**src/rtl/iwd_pkg.sv**
```systemverilog
package iwd_pkg;

    // addressing mode codes
    localparam logic [3:0] MD_NONE = 4'd0;
    localparam logic [3:0] MD_REG  = 4'd1;
    localparam logic [3:0] MD_IDX  = 4'd2;
    localparam logic [3:0] MD_SYM  = 4'd3;
    localparam logic [3:0] MD_ABS  = 4'd4;
    localparam logic [3:0] MD_IND  = 4'd5;
    localparam logic [3:0] MD_AUTO = 4'd6;
    localparam logic [3:0] MD_IMM  = 4'd7;
    localparam logic [3:0] MD_JMP  = 4'd8;

    // operation codes
    localparam logic [4:0] OP_SWPB = 5'd1;
    localparam logic [4:0] OP_SXT  = 5'd3;
    localparam logic [4:0] OP_CALL = 5'd5;
    localparam logic [4:0] OP_RETI = 5'd6;
    localparam logic [4:0] OP_BAD1 = 5'd7;
    localparam logic [4:0] OP_MOV  = 5'd7;
    localparam logic [4:0] OP_DBL0 = 5'd3;
    localparam logic [4:0] OP_JMP0 = 5'd19;
    localparam logic [4:0] OP_RET  = 5'd27;
    localparam logic [4:0] OP_BR   = 5'd28;
    localparam logic [4:0] OP_NOP  = 5'd29;
    localparam logic [4:0] OP_POP  = 5'd30;
    localparam logic [4:0] OP_CLR  = 5'd31;

    // register numbers with special meaning
    localparam logic [3:0] RN_PC = 4'd0;
    localparam logic [3:0] RN_SP = 4'd1;
    localparam logic [3:0] RN_SR = 4'd2;
    localparam logic [3:0] RN_CG = 4'd3;

    // instruction lengths in bytes
    localparam logic [2:0] LEN_ONE   = 3'd2;
    localparam logic [2:0] LEN_TWO   = 3'd4;
    localparam logic [2:0] LEN_THREE = 3'd6;

    typedef struct packed {
        logic [3:0]  mode;
        logic [3:0]  rnum;
        logic [15:0] val;
        logic        ext;
    } t_opnd;

    // word state carried between the pipeline stages
    typedef struct packed {
        logic        ok;
        logic [4:0]  op;
        logic        bw;
        logic [1:0]  cnt;
        t_opnd       src;
        t_opnd       dst;
        logic [15:0] w1;
        logic [15:0] w2;
        logic [1:0]  avail;
        logic [2:0]  nbytes;
    } t_dec;

    typedef struct packed {
        logic [2:0]  consumed_bytes;
        logic [4:0]  operation;
        logic        byte_size;
        logic [1:0]  operand_count;
        logic [3:0]  src_addr_mode;
        logic [3:0]  src_reg;
        logic [15:0] src_value;
        logic [3:0]  dst_addr_mode;
        logic [3:0]  dst_reg;
        logic [15:0] dst_value;
    } t_result;

endpackage

```
**src/rtl/iwd_in_if.sv**
```systemverilog
interface iwd_in_if;
    logic        valid;
    logic        ready;
    logic [15:0] first_word;
    logic [15:0] second_word;
    logic [15:0] third_word;
    logic [1:0]  words_available;

    modport source (
        output valid, first_word, second_word, third_word, words_available,
        input  ready
    );
    modport sink (
        input  valid, first_word, second_word, third_word, words_available,
        output ready
    );
endinterface

```
**src/rtl/iwd_out_if.sv**
```systemverilog
interface iwd_out_if;
    logic        valid;
    logic        ready;
    logic [2:0]  consumed_bytes;
    logic [4:0]  operation;
    logic        byte_size;
    logic [1:0]  operand_count;
    logic [3:0]  src_addr_mode;
    logic [3:0]  src_reg;
    logic [15:0] src_value;
    logic [3:0]  dst_addr_mode;
    logic [3:0]  dst_reg;
    logic [15:0] dst_value;

    modport source (
        output valid, consumed_bytes, operation, byte_size, operand_count,
               src_addr_mode, src_reg, src_value, dst_addr_mode, dst_reg, dst_value,
        input  ready
    );
    modport sink (
        input  valid, consumed_bytes, operation, byte_size, operand_count,
               src_addr_mode, src_reg, src_value, dst_addr_mode, dst_reg, dst_value,
        output ready
    );
endinterface

```
**src/rtl/iwd_classify.sv**
```systemverilog
module iwd_classify (
    input  logic          i_clk,
    input  logic          i_rst_n,
    input  logic          i_valid,
    output logic          o_ready,
    input  logic [15:0]   i_first_word,
    input  logic [15:0]   i_second_word,
    input  logic [15:0]   i_third_word,
    input  logic [1:0]    i_words_available,
    output logic          o_valid,
    input  logic          i_ready,
    output iwd_pkg::t_dec o_word
);
    import iwd_pkg::*;

    // source operand decode, constant generators included
    function automatic t_opnd src_dec(input logic [1:0] as, input logic [3:0] r);
        t_opnd o;
        o = '0;
        case (as)
            2'd0: begin
                if (r == RN_CG) begin o.mode = MD_IMM; end
                else begin o.mode = MD_REG; o.rnum = r; end
            end
            2'd1: begin
                if (r == RN_PC) begin o.mode = MD_SYM; o.ext = 1'b1; end
                else if (r == RN_SR) begin o.mode = MD_ABS; o.ext = 1'b1; end
                else if (r == RN_CG) begin o.mode = MD_IMM; o.val = 16'd1; end
                else begin o.mode = MD_IDX; o.rnum = r; o.ext = 1'b1; end
            end
            2'd2: begin
                if (r == RN_SR) begin o.mode = MD_IMM; o.val = 16'd4; end
                else if (r == RN_CG) begin o.mode = MD_IMM; o.val = 16'd2; end
                else begin o.mode = MD_IND; o.rnum = r; end
            end
            default: begin
                if (r == RN_PC) begin o.mode = MD_IMM; o.ext = 1'b1; end
                else if (r == RN_SR) begin o.mode = MD_IMM; o.val = 16'd8; end
                else if (r == RN_CG) begin o.mode = MD_IMM; o.val = 16'hffff; end
                else begin o.mode = MD_AUTO; o.rnum = r; end
            end
        endcase
        return o;
    endfunction

    // destination operand decode
    function automatic t_opnd dst_dec(input logic ad, input logic [3:0] r);
        t_opnd o;
        o = '0;
        if (!ad) begin o.mode = MD_REG; o.rnum = r; end
        else if (r == RN_PC) begin o.mode = MD_SYM; o.ext = 1'b1; end
        else if (r == RN_SR) begin o.mode = MD_ABS; o.ext = 1'b1; end
        else begin o.mode = MD_IDX; o.rnum = r; o.ext = 1'b1; end
        return o;
    endfunction

    logic        r_valid;
    t_dec        r_word;
    t_dec        n_word;
    logic [15:0] w0;
    logic [4:0]  sel;
    logic [15:0] off;

    assign w0  = i_first_word;
    assign sel = {2'b00, w0[9:7]};
    assign off = {{6{w0[9]}}, w0[9:0]};

    // classify the format and split the first word into fields
    always_comb begin
        n_word        = '0;
        n_word.ok     = 1'b1;
        n_word.nbytes = LEN_ONE;
        n_word.w1     = i_second_word;
        n_word.w2     = i_third_word;
        n_word.avail  = i_words_available;
        if (i_words_available == 2'd0) begin
            n_word.ok = 1'b0;
        end else if (w0[15:11] == 5'b00010) begin
            n_word.bw = w0[6];
            n_word.op = sel;
            if (sel == OP_BAD1) begin
                n_word.ok = 1'b0;
            end else if ((sel == OP_SWPB || sel == OP_SXT || sel == OP_CALL) && w0[6]) begin
                n_word.ok = 1'b0;
            end else if (sel == OP_RETI && (w0[6] || w0[5:4] != 2'd0 || w0[3:0] != 4'd0)) begin
                n_word.ok = 1'b0;
            end
            if (n_word.ok && sel != OP_RETI) begin
                n_word.cnt = 2'd1;
                n_word.src = src_dec(w0[5:4], w0[3:0]);
            end
        end else if (w0[15:12] >= 4'd4) begin
            n_word.op  = {1'b0, w0[15:12]} + OP_DBL0;
            n_word.bw  = w0[6];
            n_word.cnt = 2'd2;
            n_word.src = src_dec(w0[5:4], w0[11:8]);
            n_word.dst = dst_dec(w0[7], w0[3:0]);
        end else if (w0[15:13] == 3'b001) begin
            n_word.op       = {2'b00, w0[12:10]} + OP_JMP0;
            n_word.cnt      = 2'd1;
            n_word.src.mode = MD_JMP;
            n_word.src.val  = {off[14:0], 1'b0} + 16'd2;
        end else begin
            n_word.ok = 1'b0;
        end
    end

    assign o_ready = !r_valid || i_ready;
    assign o_valid = r_valid;
    assign o_word  = r_word;

    // advance when the next stage has room
    always_ff @(posedge i_clk) begin
        if (!i_rst_n) begin
            r_valid <= 1'b0;
        end else if (o_ready) begin
            r_valid <= i_valid;
        end
    end

    always_ff @(posedge i_clk) begin
        if (o_ready && i_valid) begin
            r_word <= n_word;
        end
    end
endmodule

```
**src/rtl/iwd_operand.sv**
```systemverilog
module iwd_operand (
    input  logic          i_clk,
    input  logic          i_rst_n,
    input  logic          i_valid,
    output logic          o_ready,
    input  iwd_pkg::t_dec i_word,
    output logic          o_valid,
    input  logic          i_ready,
    output iwd_pkg::t_dec o_word
);
    import iwd_pkg::*;

    logic r_valid;
    t_dec r_word;
    t_dec n_word;

    // take extension words in order and check there are enough of them
    always_comb begin
        n_word = i_word;
        if (n_word.ok && n_word.src.ext) begin
            if (n_word.avail < 2'd2) begin
                n_word.ok = 1'b0;
            end else begin
                n_word.src.val = n_word.w1;
                n_word.nbytes  = LEN_TWO;
            end
        end
        if (n_word.ok && n_word.dst.ext) begin
            if (n_word.nbytes == LEN_ONE) begin
                if (n_word.avail < 2'd2) begin
                    n_word.ok = 1'b0;
                end else begin
                    n_word.dst.val = n_word.w1;
                    n_word.nbytes  = LEN_TWO;
                end
            end else begin
                if (n_word.avail != 2'd3) begin
                    n_word.ok = 1'b0;
                end else begin
                    n_word.dst.val = n_word.w2;
                    n_word.nbytes  = LEN_THREE;
                end
            end
        end
    end

    assign o_ready = !r_valid || i_ready;
    assign o_valid = r_valid;
    assign o_word  = r_word;

    always_ff @(posedge i_clk) begin
        if (!i_rst_n) begin
            r_valid <= 1'b0;
        end else if (o_ready) begin
            r_valid <= i_valid;
        end
    end

    always_ff @(posedge i_clk) begin
        if (o_ready && i_valid) begin
            r_word <= n_word;
        end
    end
endmodule

```
**src/rtl/iwd_rewrite.sv**
```systemverilog
module iwd_rewrite (
    input  logic             i_clk,
    input  logic             i_rst_n,
    input  logic             i_valid,
    output logic             o_ready,
    input  iwd_pkg::t_dec    i_word,
    output logic             o_valid,
    input  logic             i_ready,
    output iwd_pkg::t_result o_result
);
    import iwd_pkg::*;

    logic    r_valid;
    t_result r_result;
    t_result n_result;
    t_dec    d;
    logic    sp_pop;

    assign sp_pop = (i_word.src.mode == MD_AUTO) && (i_word.src.rnum == RN_SP);

    // rewrite emulated MOV forms, then blank the word if it is invalid
    always_comb begin
        d = i_word;
        if (d.op == OP_MOV) begin
            if (d.dst.mode == MD_REG && d.dst.rnum == RN_PC) begin
                if (sp_pop) begin
                    d.op = OP_RET; d.cnt = 2'd0; d.src = '0; d.dst = '0;
                end else begin
                    d.op = OP_BR; d.cnt = 2'd1; d.dst = '0;
                end
            end else if (d.dst.mode == MD_REG && d.dst.rnum == RN_CG) begin
                d.op = OP_NOP; d.cnt = 2'd0; d.src = '0; d.dst = '0;
            end else if (sp_pop) begin
                d.op = OP_POP; d.cnt = 2'd1; d.src = d.dst; d.dst = '0;
            end else if (d.src.mode == MD_IMM && d.src.val == 16'd0) begin
                d.op = OP_CLR; d.cnt = 2'd1; d.src = d.dst; d.dst = '0;
            end
        end
        n_result = '0;
        if (d.ok) begin
            n_result.consumed_bytes = d.nbytes;
            n_result.operation      = d.op;
            n_result.byte_size      = d.bw;
            n_result.operand_count  = d.cnt;
            n_result.src_addr_mode  = d.src.mode;
            n_result.src_reg        = d.src.rnum;
            n_result.src_value      = d.src.val;
            n_result.dst_addr_mode  = d.dst.mode;
            n_result.dst_reg        = d.dst.rnum;
            n_result.dst_value      = d.dst.val;
        end
    end

    assign o_ready  = !r_valid || i_ready;
    assign o_valid  = r_valid;
    assign o_result = r_result;

    // output register: hold the result until the sink takes it
    always_ff @(posedge i_clk) begin
        if (!i_rst_n) begin
            r_valid <= 1'b0;
        end else if (o_ready) begin
            r_valid <= i_valid;
        end
    end

    always_ff @(posedge i_clk) begin
        if (o_ready && i_valid) begin
            r_result <= n_result;
        end
    end
endmodule

```
**src/rtl/instruction_word_decoder_core.sv**
```systemverilog
// Decodes one instruction of a sixteen-bit microcontroller per word: the first
// instruction word plus up to two extension words in, operation, size, operand
// modes, registers and values plus length in bytes out (length 0 for an invalid
// or short instruction). A new word can be taken every clock cycle while input
// ready is high; a word passes through the three register stages (classify,
// extension-word fetch, emulated-form rewrite and output register) on its way out.
// Each stage advances on its own when the stage after it has room, so input ready
// drops only when all three stages are full and the output is stalled. Reset is
// synchronous and active low and empties the pipeline.
module instruction_word_decoder_core (
    input  logic      i_clk,
    input  logic      i_rst_n,
    iwd_in_if.sink    i_word_in,
    iwd_out_if.source o_word_out
);
    import iwd_pkg::*;

    logic    s1_valid;
    logic    s1_ready;
    t_dec    s1_word;
    logic    s2_valid;
    logic    s2_ready;
    t_dec    s2_word;
    t_result res;

    iwd_classify u_classify (
        .i_clk             (i_clk),
        .i_rst_n           (i_rst_n),
        .i_valid           (i_word_in.valid),
        .o_ready           (i_word_in.ready),
        .i_first_word      (i_word_in.first_word),
        .i_second_word     (i_word_in.second_word),
        .i_third_word      (i_word_in.third_word),
        .i_words_available (i_word_in.words_available),
        .o_valid           (s1_valid),
        .i_ready           (s1_ready),
        .o_word            (s1_word)
    );

    iwd_operand u_operand (
        .i_clk   (i_clk),
        .i_rst_n (i_rst_n),
        .i_valid (s1_valid),
        .o_ready (s1_ready),
        .i_word  (s1_word),
        .o_valid (s2_valid),
        .i_ready (s2_ready),
        .o_word  (s2_word)
    );

    iwd_rewrite u_rewrite (
        .i_clk    (i_clk),
        .i_rst_n  (i_rst_n),
        .i_valid  (s2_valid),
        .o_ready  (s2_ready),
        .i_word   (s2_word),
        .o_valid  (o_word_out.valid),
        .i_ready  (o_word_out.ready),
        .o_result (res)
    );

    // unpack the result onto the output channel
    assign o_word_out.consumed_bytes = res.consumed_bytes;
    assign o_word_out.operation      = res.operation;
    assign o_word_out.byte_size      = res.byte_size;
    assign o_word_out.operand_count  = res.operand_count;
    assign o_word_out.src_addr_mode  = res.src_addr_mode;
    assign o_word_out.src_reg        = res.src_reg;
    assign o_word_out.src_value      = res.src_value;
    assign o_word_out.dst_addr_mode  = res.dst_addr_mode;
    assign o_word_out.dst_reg        = res.dst_reg;
    assign o_word_out.dst_value      = res.dst_value;
endmodule

```
**src/flat_wrapper.sv**
```systemverilog
// flat-port wrapper written by rule: the top's interface ports become plain ports
module instruction_word_decoder_core_flat import iwd_pkg::*;
  (i_clk, i_rst_n, i_word_in_valid, i_word_in_first_word, i_word_in_second_word, i_word_in_third_word, i_word_in_words_available, i_word_in_ready, o_word_out_valid, o_word_out_consumed_bytes, o_word_out_operation, o_word_out_byte_size, o_word_out_operand_count, o_word_out_src_addr_mode, o_word_out_src_reg, o_word_out_src_value, o_word_out_dst_addr_mode, o_word_out_dst_reg, o_word_out_dst_value, o_word_out_ready);
  iwd_in_if i_word_in_i ();
  iwd_out_if o_word_out_i ();
  input  logic i_clk;
  input  logic i_rst_n;
  input wire logic [$bits(i_word_in_i.valid)-1:0] i_word_in_valid;
  input wire logic [$bits(i_word_in_i.first_word)-1:0] i_word_in_first_word;
  input wire logic [$bits(i_word_in_i.second_word)-1:0] i_word_in_second_word;
  input wire logic [$bits(i_word_in_i.third_word)-1:0] i_word_in_third_word;
  input wire logic [$bits(i_word_in_i.words_available)-1:0] i_word_in_words_available;
  output wire logic [$bits(i_word_in_i.ready)-1:0] i_word_in_ready;
  output wire logic [$bits(o_word_out_i.valid)-1:0] o_word_out_valid;
  output wire logic [$bits(o_word_out_i.consumed_bytes)-1:0] o_word_out_consumed_bytes;
  output wire logic [$bits(o_word_out_i.operation)-1:0] o_word_out_operation;
  output wire logic [$bits(o_word_out_i.byte_size)-1:0] o_word_out_byte_size;
  output wire logic [$bits(o_word_out_i.operand_count)-1:0] o_word_out_operand_count;
  output wire logic [$bits(o_word_out_i.src_addr_mode)-1:0] o_word_out_src_addr_mode;
  output wire logic [$bits(o_word_out_i.src_reg)-1:0] o_word_out_src_reg;
  output wire logic [$bits(o_word_out_i.src_value)-1:0] o_word_out_src_value;
  output wire logic [$bits(o_word_out_i.dst_addr_mode)-1:0] o_word_out_dst_addr_mode;
  output wire logic [$bits(o_word_out_i.dst_reg)-1:0] o_word_out_dst_reg;
  output wire logic [$bits(o_word_out_i.dst_value)-1:0] o_word_out_dst_value;
  input wire logic [$bits(o_word_out_i.ready)-1:0] o_word_out_ready;
  assign i_word_in_i.valid = i_word_in_valid;
  assign i_word_in_i.first_word = i_word_in_first_word;
  assign i_word_in_i.second_word = i_word_in_second_word;
  assign i_word_in_i.third_word = i_word_in_third_word;
  assign i_word_in_i.words_available = i_word_in_words_available;
  assign i_word_in_ready = i_word_in_i.ready;
  assign o_word_out_valid = o_word_out_i.valid;
  assign o_word_out_consumed_bytes = o_word_out_i.consumed_bytes;
  assign o_word_out_operation = o_word_out_i.operation;
  assign o_word_out_byte_size = o_word_out_i.byte_size;
  assign o_word_out_operand_count = o_word_out_i.operand_count;
  assign o_word_out_src_addr_mode = o_word_out_i.src_addr_mode;
  assign o_word_out_src_reg = o_word_out_i.src_reg;
  assign o_word_out_src_value = o_word_out_i.src_value;
  assign o_word_out_dst_addr_mode = o_word_out_i.dst_addr_mode;
  assign o_word_out_dst_reg = o_word_out_i.dst_reg;
  assign o_word_out_dst_value = o_word_out_i.dst_value;
  assign o_word_out_i.ready = o_word_out_ready;
  instruction_word_decoder_core u_core (.i_clk(i_clk), .i_rst_n(i_rst_n), .i_word_in(i_word_in_i), .o_word_out(o_word_out_i));
endmodule
```
**config.mk**
```make
export PLATFORM = sky130hd
export DESIGN_NAME = instruction_word_decoder_core_flat
export DESIGN_NICKNAME = d
export VERILOG_FILES = /design/src/rtl/iwd_pkg.sv /design/src/rtl/iwd_in_if.sv /design/src/rtl/iwd_out_if.sv /design/src/rtl/iwd_classify.sv /design/src/rtl/iwd_operand.sv /design/src/rtl/iwd_rewrite.sv /design/src/rtl/instruction_word_decoder_core.sv /design/src/flat_wrapper.sv
export SDC_FILE = /design/constraint.sdc
export NUM_CORES = 1
export LEC_CHECK = 0
export ABC_CLOCK_PERIOD_IN_PS = 6900
export BUFFER_PORTS_ARGS = -buffer_cell sky130_fd_sc_hd__clkbuf_2
export CAP_MARGIN = 20
export CORE_MARGIN = 1.5
export CORE_UTILIZATION = 40
export CTS_CLUSTER_DIAMETER = 200
export DETAILED_ROUTE_END_ITERATION = 8
export PLACE_DENSITY_LB_ADDON = 0.2
export SETUP_SLACK_MARGIN = 0.1
export SLEW_MARGIN = 30
export SYNTH_ARGS = -nofsm -noshare
export SYNTH_HDL_FRONTEND = slang
export SYNTH_SLANG_ARGS = --single-unit
```
**constraint.sdc**
```tcl
create_clock -name i_clk -period 6.9 [get_ports i_clk]
set_input_delay 1.38 -clock i_clk [delete_from_list [all_inputs] [get_ports i_clk]]
set_output_delay 1.38 -clock i_clk [all_outputs]
set_load 0.02 [all_outputs]
```
==> reports/results.tsv <==
stage	metric	value	unit
outcome	status	finished, final reports clean	
worst_setup_path	critPathCaptureType	flip-flop	
routing	vias_per_cell	5.25	
synth	syn-mean-instance-area	14.2	sq um
grt	first_global_vias	4788	
sta	tightest_slew	902	ps
run	drv_cap	0	
routing	vias	4952	
pwr	powerDensity	267	mW/mm^2
cells_and_area	seqCellArea	0.00568	sq mm
floorplan	pin_count	115	
synth	synth_compound_area_share	11.4	%
sta	clock.fmax	261	MHz
synth	ys_seq_elements	190	
cells_and_area	multi_input_area	0.00212	sq mm
routing	dr.pass1.iters	5	
floorplan	initial_core_util	40.8	%
synth	seq_area_frac_synth	71.2	%
routing	drt_iter0_markers	361	
placed_design	dp_hpwl	13.0	mm
worst_setup_path	required	7150	ps
cells_and_area	stdcell_area	0.00936	sq mm
pwr	leakage	3.48	nW
sta	period_needed	3830	ps
synth	synth_edf_count	187	
placed_design	io_buffers	112	
cells_and_area	nNetsFinal	727	
synth	ys_warn_count	0	
synth	synth_adder_area_share	0.785	%
synth	synthMuxAreaShare	1.80	%
clock_network	clk_path_buf_depth	2	
sta	setup-violations-final	0	
clock_network	cts_setup_buffers	0	
worst_setup_path	arrival	4070	ps
floorplan	die_y	144	um
floorplan	core	0.0195	sq mm
pwr	ir_worst_vdd	163	uV
synth	async_reset_ff_share	0	%
synth	synth_area	0.00797	sq mm
routing	wl_per_cell	19.0	um
worst_setup_path	cp_max_fo	11	
grt	grt_first_pass_wirelength	27.0	mm
grt	overflow	0	
placed_design	place_congestion	0.837	
sta	finalMaxSlewViolations	0	
sta	hold_viol	0	
worst_setup_path	criticalPathCategory	in2reg	
worst_setup_path	max_stage_delay	680	ps
cells_and_area	fillCellCount	1777	
grt	grt.total_usage	17.6	%
clock_network	cts-hold-fix-buffers	0	
placed_design	place_area	0.00880	sq mm
sta	fin_skew	11.4	ps
cells_and_area	area_delta_synth_final	17.5	%
synth	synth_xor_xnor_area_share	0.989	%
pwr	total_power	2.50	mW
grt	grt_start_max_net_pins	73	
cells_and_area	layout-drive-gt1-share	25.2	%
routing	drc	0	
clock_network	cts_tree	built	
synth	syn_inst	563	
clock_network	htreeDepth	4	
floorplan	placementRows	51	
sta	min_period_over_period	55.5	%
clock_network	cts_resized	0	
cells_and_area	antennaDiodeCount	0	
worst_setup_path	path_cells	clkbuf_2 -> inv_1 -> ha_1 -> nor3b_1 -> a22oi_1 -> nor4_4 -> nand4_1 -> o21ai_0	
sta	relSlewSlack	39.8	%
hold_path	hold_class	reg2reg	
sta	tns	0	ps
clock_network	clk_latency	420	ps
floorplan	die_w	144	um
clock_network	cts_made_buffers	17	
synth	synth_top_family_by_area	compound AO/OA/AOI/OAI gates	
synth	yosysUniqueCellTypes	57	
clock_network	cts.sinks	190	
routing	ant_nets	0	
clock_network	root_buffer	clkbuf_16	
floorplan	die_area	0.0208	sq mm
sta	rsz0062_at_grt	false	
routing	drt_wl_total	17.9	mm
synth	ys.flop_type	edfxtp_1	
grt	antenna_found_initial	0	
synth	synth_simple_gate_area_share	11.0	%
clock_network	cts.reportedPaths.clkPinSlew	70	ps
worst_setup_path	critPathSlowestCell	nor4_4	
worst_setup_path	cp-start-kind	input port	
==> final cells by class <==
| type | count | share of cell area, % |
|---|---|---|
| multi-input cells | 323 | 22.6 |
| repair buffers | 119 | 6.55 |
| inverters | 17 | 0.681 |
| flip-flops and latches | 190 | 60.6 |
| well taps | 265 | 3.54 |
| clock inverters | 12 | 1.48 |
| clock buffers | 17 | 4.54 |
==> metrics by stage <==
stage / hold slack [ps] / setup WS, ps / instances / utilization (%)
floorplan: 400 / 630 / 564 / -
global placement: 405 / 2240 / 914 / 45.0
detailed placement: 405 / 2630 / 914 / 45.1
CTS: 421 / 3040 / 943 / 48.0
global route: 426 / 2750 / 943 / 48.0
finish: 421 / 3070 / 943 / 48.0
==> power by group <==
group | switching, mW | internal, mW
clock | 0.414 | 0.533
combinational | 0.112 | 0.0654
sequential | 0.0311 | 1.35
==> cells in the mapped netlist, types with 4 or more instances <==
cell      count  area (sq um)
edfxtp_1    187          5620
nand3_1      10          50.1
nand4_1       6          37.5
nor2_1       30           113
o21ai_0      26           130
nand2_1      30           113
nor4_1        4          25.0
a21o_1        5          37.5
xnor2_1       6          52.6
a21oi_1      31           155
a22oi_1       4          30.0
inv_1        17          63.8
nor3_1       18          90.1
and2_1        8          50.1
clkbuf_1     24          90.1
and3_1       29           181
mux2_2       11           124
ha_1          5          62.6
nand2b_1      4          25.0
a22o_1       36           315
nor2b_1       5          31.3
==> metal layers <==
metal	track usage, %	wire, um	vias to the layer above
li1	-	-	2370
met1	25.0	8650	2396
met2	27.4	8090	170
met3	3.44	934	16
met4	5.58	249	0
met5	0	0	-
==> cells by family after synthesis <==
logic type / count (synthesis)
mux: 13
compound gates: 131
xor+xnor: 9
fa+ha+maj: 5
other cells: 1
simple gates: 163
flops: 190
buf+inv: 51
==> worst paths after layout <==
check                                                  start                             to  slack [ps]  depth (start not counted)
worst max-delay path                 i_word_in_first_word[0]   u_core.u_classify.o_word[77]        3070                          8
worst min-delay path            u_core.u_classify.o_word[54]    u_core.u_operand.o_word[54]         420                          0
worst max register to register   u_core.u_operand.o_word[82]  u_core.u_rewrite.o_result[24]        4400                          5
worst min register to register  u_core.u_classify.o_word[54]    u_core.u_operand.o_word[54]         420                          0
==> critical path, delay by kind of cell <==
family | cells | cell delay, ps
compound gates | 2 | 510
fa+ha+maj | 1 | 280
buf+inv | 2 | 260
simple gates | 3 | 1650
==> layout by cell type (no fill, tap or decap), drive strengths merged, types with 3 or more instances in the layout <==
cell type,instances
a32oi,3
o21a,3
ha,5
nand3,10
o211ai,3
nand3b,3
nor2b,5
nand2,30
nand2b,4
or2,4
clkinv,5
o2bb2ai,3
nor4,6
edfxtp,187
nor2,31
and2,8
a21oi,31
nand4,6
a31oi,3
and3,29
xnor2,6
clkbuf,129
o21ai,27
buf,7
a21o,5
or3,3
a22o,36
xor2,3
a22oi,4
inv,21
nor3,19
dfxtp,3
mux2,11
==> flip-flops by register name (all words and copies together) (netlist names) <==
name                       cells
u_core.u_classify.o_valid      1
u_core.u_classify.o_word      72
u_core.u_operand.o_valid       1
u_core.u_operand.o_word       58
u_core.u_rewrite.o_result     57
u_core.u_rewrite.o_valid       1
Note: power is estimated with default switching activity, not from simulation.
